### config.mk
export PLATFORM = sky130hd
export DESIGN_NAME = sha256_hash_engine_unit_flat
export DESIGN_NICKNAME = d
export VERILOG_FILES = /design/src/sha256_pkg.sv /design/src/sha256_if.sv /design/src/sha256_round.sv /design/src/sha256_hash_engine_unit.sv /design/src/flat_wrapper.sv
export SDC_FILE = /design/constraint.sdc
export NUM_CORES = 2
export LEC_CHECK = 0
export ABC_CLOCK_PERIOD_IN_PS = 28800
export BUFFER_PORTS_ARGS = -buffer_cell sky130_fd_sc_hd__buf_2
export CORE_ASPECT_RATIO = 1.2
export CORE_MARGIN = 4
export CORE_UTILIZATION = 55
export DETAILED_ROUTE_END_ITERATION = 10
export PLACE_DENSITY = 0.71
export SYNTH_ARGS = -nofsm -noshare
export SYNTH_HDL_FRONTEND = slang
export SYNTH_HIERARCHICAL = 1
export SYNTH_SLANG_ARGS = --single-unit
### constraint.sdc
create_clock -name clk -period 28.8 [get_ports clk]
set_clock_uncertainty 0.1 [all_clocks]
set_input_delay 1.44 -clock clk [delete_from_list [all_inputs] [get_ports clk]]
set_output_delay 1.44 -clock clk [all_outputs]
set_load 0.005 [all_outputs]
### src/sha256_pkg.sv
`timescale 1ns / 1ps
`default_nettype none
package sha256_pkg;
	typedef enum logic [2:0] {
		ST_IDLE,
		ST_PACK,
		ST_ROUND,
		ST_FOLD,
		ST_PAD,
		ST_EMIT
	} state_t;

	localparam logic [31:0] IV [8] = '{
		32'h6a09e667, 32'hbb67ae85, 32'h3c6ef372, 32'ha54ff53a,
		32'h510e527f, 32'h9b05688c, 32'h1f83d9ab, 32'h5be0cd19};

	localparam logic [7:0] PAD_BYTE = 8'h80;

	localparam logic [31:0] RC [64] = '{
		32'h428a2f98, 32'h71374491, 32'hb5c0fbcf, 32'he9b5dba5,
		32'h3956c25b, 32'h59f111f1, 32'h923f82a4, 32'hab1c5ed5,
		32'hd807aa98, 32'h12835b01, 32'h243185be, 32'h550c7dc3,
		32'h72be5d74, 32'h80deb1fe, 32'h9bdc06a7, 32'hc19bf174,
		32'he49b69c1, 32'hefbe4786, 32'h0fc19dc6, 32'h240ca1cc,
		32'h2de92c6f, 32'h4a7484aa, 32'h5cb0a9dc, 32'h76f988da,
		32'h983e5152, 32'ha831c66d, 32'hb00327c8, 32'hbf597fc7,
		32'hc6e00bf3, 32'hd5a79147, 32'h06ca6351, 32'h14292967,
		32'h27b70a85, 32'h2e1b2138, 32'h4d2c6dfc, 32'h53380d13,
		32'h650a7354, 32'h766a0abb, 32'h81c2c92e, 32'h92722c85,
		32'ha2bfe8a1, 32'ha81a664b, 32'hc24b8b70, 32'hc76c51a3,
		32'hd192e819, 32'hd6990624, 32'hf40e3585, 32'h106aa070,
		32'h19a4c116, 32'h1e376c08, 32'h2748774c, 32'h34b0bcb5,
		32'h391c0cb3, 32'h4ed8aa4a, 32'h5b9cca4f, 32'h682e6ff3,
		32'h748f82ee, 32'h78a5636f, 32'h84c87814, 32'h8cc70208,
		32'h90befffa, 32'ha4506ceb, 32'hbef9a3f7, 32'hc67178f2};

	typedef struct packed {
		logic start;
		logic busy;
	} rnd_ctl_t;

	function automatic logic [31:0] ror(input logic [31:0] v, input int s);
		ror = (v >> s) | (v << (32 - s));
	endfunction
endpackage
`default_nettype wire

### src/sha256_if.sv
`timescale 1ns / 1ps
`default_nettype none
interface sha256_in_if;
	logic        valid;
	logic        ready;
	logic [31:0] data_bytes;
	logic [2:0]  byte_count;
	logic        last;
	modport source (output valid, data_bytes, byte_count, last, input ready);
	modport sink (input valid, data_bytes, byte_count, last, output ready);
endinterface

interface sha256_out_if;
	logic        valid;
	logic        ready;
	logic [31:0] digest_word;
	logic [2:0]  word_index;
	logic        last_word;
	modport source (output valid, digest_word, word_index, last_word, input ready);
	modport sink (input valid, digest_word, word_index, last_word, output ready);
endinterface
`default_nettype wire

### src/sha256_round.sv
`timescale 1ns / 1ps
`default_nettype none
// One SHA-256 round per cycle; the schedule is updated in place in sched_q.
module sha256_round (
	input  wire logic                clk,
	input  wire logic                arst_n,
	input  wire sha256_pkg::rnd_ctl_t ctl,
	input  wire logic [31:0]         blk [16],
	input  wire logic [31:0]         hin [8],
	output logic                     done,
	output logic [31:0]              vout [8]
);
	logic [31:0] sched_q [16];
	logic [31:0] v_q [8];
	logic [6:0]  rnd_q;
	logic        run_q;
	logic [3:0]  r4;
	logic [31:0] w15, w2, s0, s1, wv, b1, ch, t1, b0, mj;

	assign r4 = rnd_q[3:0];
	always_comb begin
		w15 = sched_q[r4 + 4'd1];
		w2  = sched_q[r4 + 4'd14];
		s0  = sha256_pkg::ror(w15, 7) ^ sha256_pkg::ror(w15, 18) ^ (w15 >> 3);
		s1  = sha256_pkg::ror(w2, 17) ^ sha256_pkg::ror(w2, 19) ^ (w2 >> 10);
		wv  = rnd_q[6:4] != 3'd0 ? sched_q[r4] + s0 + sched_q[r4 + 4'd9] + s1 : sched_q[r4];
		b1  = sha256_pkg::ror(v_q[4], 6) ^ sha256_pkg::ror(v_q[4], 11)
			^ sha256_pkg::ror(v_q[4], 25);
		ch  = (v_q[4] & v_q[5]) ^ (~v_q[4] & v_q[6]);
		t1  = v_q[7] + b1 + ch + sha256_pkg::RC[rnd_q[5:0]] + wv;
		b0  = sha256_pkg::ror(v_q[0], 2) ^ sha256_pkg::ror(v_q[0], 13)
			^ sha256_pkg::ror(v_q[0], 22);
		mj  = (v_q[0] & v_q[1]) ^ (v_q[0] & v_q[2]) ^ (v_q[1] & v_q[2]);
	end

	always_ff @(posedge clk or negedge arst_n) begin
		if (!arst_n) begin
			rnd_q <= '0;
			run_q <= 1'b0;
		end else if (ctl.start) begin
			rnd_q <= '0;
			run_q <= 1'b1;
		end else if (run_q) begin
			rnd_q <= rnd_q + 7'd1;
			if (rnd_q == 7'd63) run_q <= 1'b0;
		end
	end

	always_ff @(posedge clk) begin
		if (ctl.start) begin
			sched_q <= blk;
			v_q <= hin;
		end else if (run_q) begin
			sched_q[r4] <= wv;
			v_q[7] <= v_q[6]; v_q[6] <= v_q[5]; v_q[5] <= v_q[4];
			v_q[4] <= v_q[3] + t1;
			v_q[3] <= v_q[2]; v_q[2] <= v_q[1]; v_q[1] <= v_q[0];
			v_q[0] <= t1 + b0 + mj;
		end
	end

	assign done = run_q && rnd_q == 7'd63 && ctl.busy;
	assign vout = v_q;
endmodule
`default_nettype wire

### src/sha256_hash_engine_unit.sv
`timescale 1ns / 1ps
`default_nettype none
// SHA-256 engine. Input channel: items of 0..4 bytes, first byte in bits
// 31:24, last marks the end of a message. Output channel: eight digest
// words, index 0 first, last_word on index 7.
// Bytes are packed one per cycle, held while a full block is compressed;
// a full 64-byte block runs 64 rounds on the shared round unit at one
// round per cycle, after the round unit is loaded, and the result is then
// folded into the chaining value. The next item is accepted once an item's
// bytes are packed and any block it fills is folded. A last item pads one
// byte per cycle up to the length field, halting while a full block is
// compressed, runs one or two compressions, then presents the words.
// ready is low while an item is at work. The output word holds while the
// receiver stalls; the next word follows once it is taken.
// Reset restores the initial chaining value and clears length and fill.
module sha256_hash_engine_unit (
	input  wire logic    clk,
	input  wire logic    arst_n,
	sha256_in_if.sink    in_ch,
	sha256_out_if.source out_ch
);
	sha256_pkg::state_t st_q, st_d;
	logic [31:0] h_q [8];
	logic [31:0] blk_q [16];
	logic [5:0]  fill_q;
	logic [63:0] bits_q;
	logic [31:0] data_q;
	logic [2:0]  cnt_q;
	logic        fin_q, padded_q;
	logic [2:0]  widx_q;
	logic        done;
	logic [31:0] vout [8];
	sha256_pkg::rnd_ctl_t ctl;
	logic        put, put_pad, pad_len;
	logic [7:0]  pbyte;
	// length words sit in the block when padding reached the final block
	logic        lenblk_q;
	logic        start_q, go_rnd;

	sha256_round u_round (.clk, .arst_n, .ctl, .blk(blk_q), .hin(h_q), .done, .vout);

	always_comb begin
		st_d = st_q;
		go_rnd = 1'b0;
		ctl.start = start_q;
		ctl.busy = st_q == sha256_pkg::ST_ROUND;
		put = 1'b0; put_pad = 1'b0; pad_len = 1'b0;
		pbyte = data_q[31:24];
		unique case (st_q)
			sha256_pkg::ST_IDLE: if (in_ch.valid) st_d = sha256_pkg::ST_PACK;
			sha256_pkg::ST_PACK: begin
				if (cnt_q != 3'd0) begin
					put = 1'b1;
					if (fill_q == 6'd63) begin
						go_rnd = 1'b1;
						st_d = sha256_pkg::ST_ROUND;
					end
				end else if (fin_q) st_d = sha256_pkg::ST_PAD;
				else st_d = sha256_pkg::ST_IDLE;
			end
			sha256_pkg::ST_PAD: begin
				put_pad = 1'b1;
				pbyte = padded_q ? 8'h00 : sha256_pkg::PAD_BYTE;
				if (fill_q == 6'd55) begin
					pad_len = 1'b1;
					go_rnd = 1'b1;
					st_d = sha256_pkg::ST_ROUND;
				end
				if (fill_q == 6'd63) begin
					go_rnd = 1'b1;
					st_d = sha256_pkg::ST_ROUND;
				end
			end
			sha256_pkg::ST_ROUND: if (done) st_d = sha256_pkg::ST_FOLD;
			sha256_pkg::ST_FOLD: begin
				if (lenblk_q) st_d = sha256_pkg::ST_EMIT;
				else if (fin_q && cnt_q == 3'd0) st_d = sha256_pkg::ST_PAD;
				else st_d = sha256_pkg::ST_PACK;
			end
			sha256_pkg::ST_EMIT:
				if (out_ch.ready && widx_q == 3'd7) st_d = sha256_pkg::ST_IDLE;
			default: st_d = sha256_pkg::ST_IDLE;
		endcase
	end

	assign in_ch.ready = st_q == sha256_pkg::ST_IDLE;
	assign out_ch.valid = st_q == sha256_pkg::ST_EMIT;
	assign out_ch.digest_word = h_q[widx_q];
	assign out_ch.word_index = widx_q;
	assign out_ch.last_word = widx_q == 3'd7;

	always_ff @(posedge clk or negedge arst_n) begin
		if (!arst_n) begin
			st_q <= sha256_pkg::ST_IDLE;
			h_q <= sha256_pkg::IV;
			fill_q <= '0;
			bits_q <= '0;
			cnt_q <= '0;
			fin_q <= 1'b0;
			padded_q <= 1'b0;
			lenblk_q <= 1'b0;
			widx_q <= '0;
			start_q <= 1'b0;
		end else begin
			st_q <= st_d;
			// load the round unit once the last byte of the block is in place
			start_q <= go_rnd;
			if (in_ch.valid && in_ch.ready) begin
				cnt_q <= in_ch.byte_count > 3'd4 ? 3'd4 : in_ch.byte_count;
				fin_q <= in_ch.last;
			end
			if (put) begin
				cnt_q <= cnt_q - 3'd1;
				bits_q <= bits_q + 64'd8;
			end
			if (put || put_pad) begin
				fill_q <= pad_len ? 6'd0 : fill_q + 6'd1;
				if (put_pad) padded_q <= 1'b1;
				if (pad_len) lenblk_q <= 1'b1;
			end
			if (st_q == sha256_pkg::ST_FOLD) begin
				for (int k = 0; k < 8; k++) h_q[k] <= h_q[k] + vout[k];
			end
			if (st_q == sha256_pkg::ST_EMIT && out_ch.ready) begin
				widx_q <= widx_q + 3'd1;
				if (widx_q == 3'd7) begin
					h_q <= sha256_pkg::IV;
					fill_q <= '0;
					bits_q <= '0;
					padded_q <= 1'b0;
					lenblk_q <= 1'b0;
					fin_q <= 1'b0;
				end
			end
		end
	end

	always_ff @(posedge clk) begin
		if (in_ch.valid && in_ch.ready) data_q <= in_ch.data_bytes;
		if (put) data_q <= {data_q[23:0], 8'h00};
		if (put || put_pad) begin
			if (fill_q[1:0] == 2'd0) blk_q[fill_q[5:2]] <= {pbyte, 24'h0};
			else blk_q[fill_q[5:2]][8*(3-fill_q[1:0]) +: 8] <= pbyte;
		end
		if (pad_len) begin
			blk_q[14] <= bits_q[63:32];
			blk_q[15] <= bits_q[31:0];
		end
	end
endmodule
`default_nettype wire

### src/flat_wrapper.sv
// flat-port wrapper written by rule: the top's interface ports become plain ports
module sha256_hash_engine_unit_flat 
  (clk, arst_n, in_ch_valid, in_ch_data_bytes, in_ch_byte_count, in_ch_last, in_ch_ready, out_ch_valid, out_ch_digest_word, out_ch_word_index, out_ch_last_word, out_ch_ready);
  sha256_in_if in_ch_i ();
  sha256_out_if out_ch_i ();
  input  wire logic clk;
  input  wire logic arst_n;
  input wire logic [$bits(in_ch_i.valid)-1:0] in_ch_valid;
  input wire logic [$bits(in_ch_i.data_bytes)-1:0] in_ch_data_bytes;
  input wire logic [$bits(in_ch_i.byte_count)-1:0] in_ch_byte_count;
  input wire logic [$bits(in_ch_i.last)-1:0] in_ch_last;
  output wire logic [$bits(in_ch_i.ready)-1:0] in_ch_ready;
  output wire logic [$bits(out_ch_i.valid)-1:0] out_ch_valid;
  output wire logic [$bits(out_ch_i.digest_word)-1:0] out_ch_digest_word;
  output wire logic [$bits(out_ch_i.word_index)-1:0] out_ch_word_index;
  output wire logic [$bits(out_ch_i.last_word)-1:0] out_ch_last_word;
  input wire logic [$bits(out_ch_i.ready)-1:0] out_ch_ready;
  assign in_ch_i.valid = in_ch_valid;
  assign in_ch_i.data_bytes = in_ch_data_bytes;
  assign in_ch_i.byte_count = in_ch_byte_count;
  assign in_ch_i.last = in_ch_last;
  assign in_ch_ready = in_ch_i.ready;
  assign out_ch_valid = out_ch_i.valid;
  assign out_ch_digest_word = out_ch_i.digest_word;
  assign out_ch_word_index = out_ch_i.word_index;
  assign out_ch_last_word = out_ch_i.last_word;
  assign out_ch_i.ready = out_ch_ready;
  sha256_hash_engine_unit u_core (.clk(clk), .arst_n(arst_n), .in_ch(in_ch_i), .out_ch(out_ch_i));
endmodule
=== Yosys cells after proc, flatten, opt, wreduce, memory -nomap -nowiden ===
Memory sizes are Yosys's and may differ from the RTL's.
Index checks and enable logic that the tools add are counted.

* Register bits after elaboration: 1659
* Bits in latches: 0
* RAM bits: 0
* ROM bits: 2048
* Input bits: 40
* Output and inout bits: 38
* Word-level logic and storage cells: 255
* Memories kept: 1

* $add $sub $neg: 28
* Multiply operators: 0
* Divide/modulo/power cells: 0
* $lt $le $gt $ge: 10
* Eq/ne operators: 14
* Shifts and indexed selects: 2
* Muxes and demuxes: 87
* Bitwise gates (word level): 34
* Reductions and logical operators: 18

{| class="wikitable"
|+ Memories
! name !! depth !! width !! rd ports !! clocked after Yosys merged registers in !! write ports !! line !! RTL
|-
| (no name shown) || 64 || 32 || 1 || 0 || 0 || sha256_round.sv:30 || <nowiki>t1 = v_q[7] + b1 + ch + sha256_pkg::RC[rnd_q[5:0]] + wv;</nowiki>
|}

{| class="wikitable"
|+ Operators with widths
! kind !! count
|-
| $bwmux 512 || 3
|-
| $mux 512 || 3
|-
| $mux 256 || 5
|-
| $add 32x32->32 || 18
|-
| $mux 32 || 18
|-
| $bmux 32 s4 || 4
|-
| $demux 32 s4 || 3
|-
| $mux 64 || 5
|-
| $xor 32x32->32 || 9
|-
| $and 32x32->32 || 5
|-
| $bmux 32 s3 || 1
|-
| $add 64x4->64 const B || 1
|-
| $mux 3 || 13
|-
| $neg 32->34 || 1
|-
| $shift 8x34->32 const A || 1
|-
| $shiftx 8x34->32 || 1
|-
| $not 32->32 || 1
|-
| $or 10x32->32 || 1
|-
| $or 13x32->32 || 1
|-
| $or 14x32->32 || 1
|-
| $or 15x32->32 || 1
|-
| $or 19x32->32 || 1
|-
| $or 21x32->32 || 1
|-
| $or 25x32->32 || 1
|-
| 42 further kinds || 94
|}

=== Depth between registers and ports, before layout ===
* Word-level depth: 17
* Depth in mapped cells: 62
* Mapped depth without buffers: 53

=== By module ===
Netlist, hierarchy kept.

{| class="wikitable"
|+ By module, submodules not included
! module !! instances !! cells each !! area an instance (µm²) !! sequential area each (µm²)
|-
| sha256_round || 1 || 5364 || 60943.4 || 23262.3
|-
| sha256_hash_engine_unit || 1 || 4630 || 47848.4 || 24833.8
|}

=== Least setup slack after synthesis ===
OpenSTA, ideal clock, no wires.

* Kind: register -> register
* From: register u_core.u_round.rnd_q[0]
* To: register u_core.u_round.v_q, in the netlist u_core/u_round/vout[252], data pin
* Setup time: 0.158 ns
* Arrival: 14.316 ns
* Required time: 28.542 ns
* Slack: 14.226 ns
* Stages on the path, launching flop included: 56
* Buffers on the path: 11
* Clock period less this slack: 14.574 ns
* Cells stage by stage: dfrtp_1 buf_6 buf_6 buf_4 buf_4 buf_2 buf_2 clkbuf_1 inv_1 ha_1 buf_4 buf_1 clkbuf_1 mux4_2 mux4_2 xnor2_1 xnor2_1 fa_1 [... 20 more ...] inv_1 ha_1 and3_1 nand2_1 nor2_1 or4b_2 and2_1 xnor2_1 inv_1 fa_1 inv_1 ha_1 and4_1 a22o_1 a2111oi_0 nor2_1 or4_1 o211ai_1

* Longest elaborated chain between the ends: 17
* Elaborated cells between the ends (all ways): 41
* Those cells by class: add/sub (10); mux (17); bitwise (13); memory (1)

{| class="wikitable"
|+ RTL lines
! what !! line !! RTL
|-
| start: declaration || sha256_round.sv:15 || <nowiki>logic [6:0] rnd_q;</nowiki>
|-
| start signal: assignment || sha256_round.sv:44 || <nowiki>rnd_q <= rnd_q + 7'd1;</nowiki>
|-
| $add 4x1->4 || sha256_round.sv:22 || <nowiki>w15 = sched_q[r4 + 4'd1];</nowiki>
|-
| $not 4->5 (implied by the code) || sha256_round.sv:22 ||
|-
| $bmux 32 s4 || sha256_round.sv:22 ||
|-
| $mux 32 (implied by the code) (2 in a row) || sha256_round.sv:22 ||
|-
| $or 25x32->32 or $or 14x32->32 (tied branches) || sha256_pkg.sv:43 || <nowiki>ror = (v >> s) | (v << (32 - s));</nowiki>
|-
| $xor 32x32->32 || sha256_round.sv:24 || <nowiki>s0 = sha256_pkg::ror(w15, 7) ^ sha256_pkg::ror(w15, 18) ^ (w15 >> 3);</nowiki>
|-
| $xor 32x29->32 || sha256_round.sv:24 ||
|-
| $add 32x32->32 (3 in a row) || sha256_round.sv:26 || <nowiki>wv = rnd_q[6:4] != 3'd0 ? sched_q[r4] + s0 + sched_q[r4 + 4'd9] + s1 : sched_q[r4];</nowiki>
|-
| $mux 32 || sha256_round.sv:26 ||
|-
| $add 32x32->32 * || sha256_round.sv:30 ||
|-
| $add 32x32->32 * (2 in a row) || sha256_round.sv:58 || <nowiki>v_q[0] <= t1 + b0 + mj;</nowiki>
|-
| $mux 256 * || sha256_round.sv:53 || <nowiki>end else if (run_q) begin</nowiki>
|-
| $mux 256 * || sha256_round.sv:50 || <nowiki>if (ctl.start) begin</nowiki>
|-
| end signal: assignment || sha256_round.sv:52 || <nowiki>v_q <= hin;</nowiki>
|-
| end: declaration || sha256_round.sv:14 || <nowiki>logic [31:0] v_q [8];</nowiki>
|}

Mark *: on every way between the ends. The rest lies on a longest branch, timed or not. The select of a mux whose other input is x is not followed.
A chain may end at the register's enable or synchronous reset.

=== Worst setup path after layout ===
* From: register u_core.u_round.rnd_q[0]
* To: register u_core.u_round.v_q, in the netlist u_core/u_round/vout[255], data pin

Same word-level chain as after synthesis.

==> results.yml <==
clock_tree:
  post-cts-setup-buffer-count: 0
  clkLatencyLatePin_ns: 0.89
  cts_sinks: 1656
  cts_tree: "built"
  cts_resized: 0
  cts_buffers: 178
  path_clk_slew_ns: 0.06
  root_buffer: "clkbuf_16"
  h-tree-depth: 4
  postCtsHoldBufs: 0
  clk_path_buf_depth: 3
drt:
  via_count: 88400
  route.detailed.drc: 0
  top_layer: "met5"
  ant_nets: 0
  drt-initial-drc-count: 12400
  via_per_inst: 6.99
  wl_per_cell_um: 35.8
  dr_wl_met2_um: 210000
  drt_pass1_iterations: 9
  wl_met3_um: 48400
  wl_met1_um: 140000
  drt-total-wl_um: 453000
sta:
  timing.final.crit_period_ns: 17.33
  fin_crit_sh_pct: 60.2
  finalSetupViolCount: 0
  rsz0062_at_grt: "false"
  hold_viol: 0
  fin_tns_setup_ns: 0
  relSlewSlack_pct: -5.32
  fmax_ghz: 0.0577
  final_max_slew_viol_count: 9
  worst_slew_pin_slew_ns: 1.57
setup_path:
  end_kind: "flop"
  critPathLaunchType: "flop"
  crit_slowest_cell: "dfrtp_4"
  critPathKind: "reg -> reg"
  arrival_ns: 17.81
  crit_top_cell: "fa_1"
  worstPathMaxFanout: 119
  critPathMaxStageDelay_ns: 0.90
  cp.required_ns: 29.28
synth:
  synth_most_common_cell: "edfxtp_1"
  ys_types: 106
  synthTopCellsByCount: "1304 x edfxtp_1, 1247 x nand2_1, 932 x o21ai_0, 922 x nor2_1, 532 x a21oi_1"
  yosys.area.top_type: "edfxtp_1"
  ys.flop_type: "edfxtp_1"
  ys_warn_count: 6
  yosysSeqAreaShare_pct: 44.2
  synth_nets: 10600
  netlist_instances: 9994
  synthArstFlopShare_pct: 20.8
  synth_seq_cells: 1656
  synth_area_leaders: "edfxtp_1 36%, mux4_2 10%, dfrtp_1 4.8%"
  syn-cell-area_sq_um: 109000
  yosysTopAreaCellShare_pct: 36.0
  synth.avg_cell_area_sq_um: 10.9
  synth_edf_count: 1304
layout:
  syn_to_final_growth_pct: 8.71
  post_route_cells_drive_above_1_share_pct: 16.0
  final_nets: 10500
die:
  num_rows: 178
  core_area_sq_um: 196000
  die_x_um: 414
  die_area_sq_um: 205000
  initial_utilization_pct: 55.4
  die_h_um: 495
  num_io_pins: 78
grt:
  grt_pass1_vias: 87000
  track_usage_pct: 43.3
  grt_pass1_wl_um: 634000
  overflow: 0
  grt_max_degree: 179
  grt_antenna_before_repair: 18
outcome:
  violations: "capacitance limit, slew limit"
  status: "finished, violations left"
placed_design:
  portBuffers: 77
  dpl.hpwl_um: 325000
  gp_congestion: 1.00
worst_hold_path:
  worstHoldPathType: "reg -> reg"
run:
  drv_cap: 1
kinds of logic after synthesis:
kind of cell    share of synthesized area, %
simple gates                            10.9
compound gates                          13.8
flops                                   44.2
buf+inv                                 3.65
mux                                     14.3
xor+xnor                                4.89
fa+ha+maj                               8.25
cells in the final DEF (no fill, tap or decap), types with 227 or more instances in the layout:
cell type and n:
mux4_2 483, nor2_1 919, o21ai_0 914, xor2_1 227, xnor2_1 376, nand2_1 1228
ha_1 399, mux2_2 244, a21oi_1 524, inv_1 387, edfxtp_1 1304
path summary, 6_finish.rpt:
path | cells past startpoint | endpoint | start | slack (ns)
setup / recovery | 46 | u_core/u_round/vout[255]$_DFFE_PP_ | u_core/u_round/rnd_q[0]$_DFFE_PN0P_ | 11.47
max in group asynchronous | 4 | u_core/u_round/rnd_q[3]$_DFFE_PN0P_ | arst_n | 25.13
setup reg to reg | 46 | u_core/u_round/vout[255]$_DFFE_PP_ | u_core/u_round/rnd_q[0]$_DFFE_PN0P_ | 11.47
hold / removal | 2 | u_core/data_q[2]$_SDFFE_PP0P_ | u_core/data_q[2]$_SDFFE_PP0P_ | 0.36
hold reg to reg | 2 | u_core/data_q[2]$_SDFFE_PP0P_ | u_core/data_q[2]$_SDFFE_PP0P_ | 0.36
min in group asynchronous | 1 | u_core/h_q[222]$_DFF_PN0_ | arst_n | 0.40
final cells by class:
| class | instances | area (sq um) |
|---|---|---|
| Fill cell | 16200 | 78200 |
| Clock inverter | 105 | 1240 |
| Sequential cell | 1656 | 48100 |
| Inverter | 390 | 1460 |
| Antenna cell | 18 | 45.0 |
| Tap cell | 2610 | 3270 |
| Timing Repair Buffer | 307 | 2170 |
| Clock buffer | 231 | 4760 |
| Multi-Input combinational cell | 7327 | 57200 |
metrics by stage:
stage	setup WS (ns)	std cells	hold WS [ns]	instance area [sq um]	util, %
finish	11.47	12600	0.359	118000	60.2
global route	10.43	12600	0.384	118000	60.2
CTS	11.70	12600	0.357	118000	60.2
detailed placement	11.81	12300	0.349	112000	57.1
global placement	11.73	12300	0.347	112000	57.1
floorplan	14.23	9994	0.337	109000	-
layer usage:
metal | up-vias | global-route usage (%)
met5 | - | 0.348
met4 | 4 | 40.8
met3 | 2017 | 10.6
met2 | 6357 | 70.1
met1 | 43400 | 46.8
li1 | 36600 | -
worst max-delay path: cells and delay by family, from the launching register on:
family	cells	cell delay, ns
adders and majority gates	9	3.87
and+or+nand+nor	7	1.22
DFF	1	0.90
muxes	2	1.22
xor gates and xnor gates	2	0.62
AOI/OAI and AO/OA	18	4.97
buffers and inverters	8	3.78
state kept, by name (all words and copies together), names as in the netlist, 6 cells and up:
register and cells:
u_core/bits_q 61, u_core/data_q 32, u_core/fill_q 6, u_core/u_round/vout 256
u_core/h_q 256, u_core/blk_q 512, u_core/u_round/sched_q 512, u_core/u_round/rnd_q 7
Power is left out: the tool's default activity adds up to more than one toggle a clock period on the data nets, which glitch-free logic cannot reach.
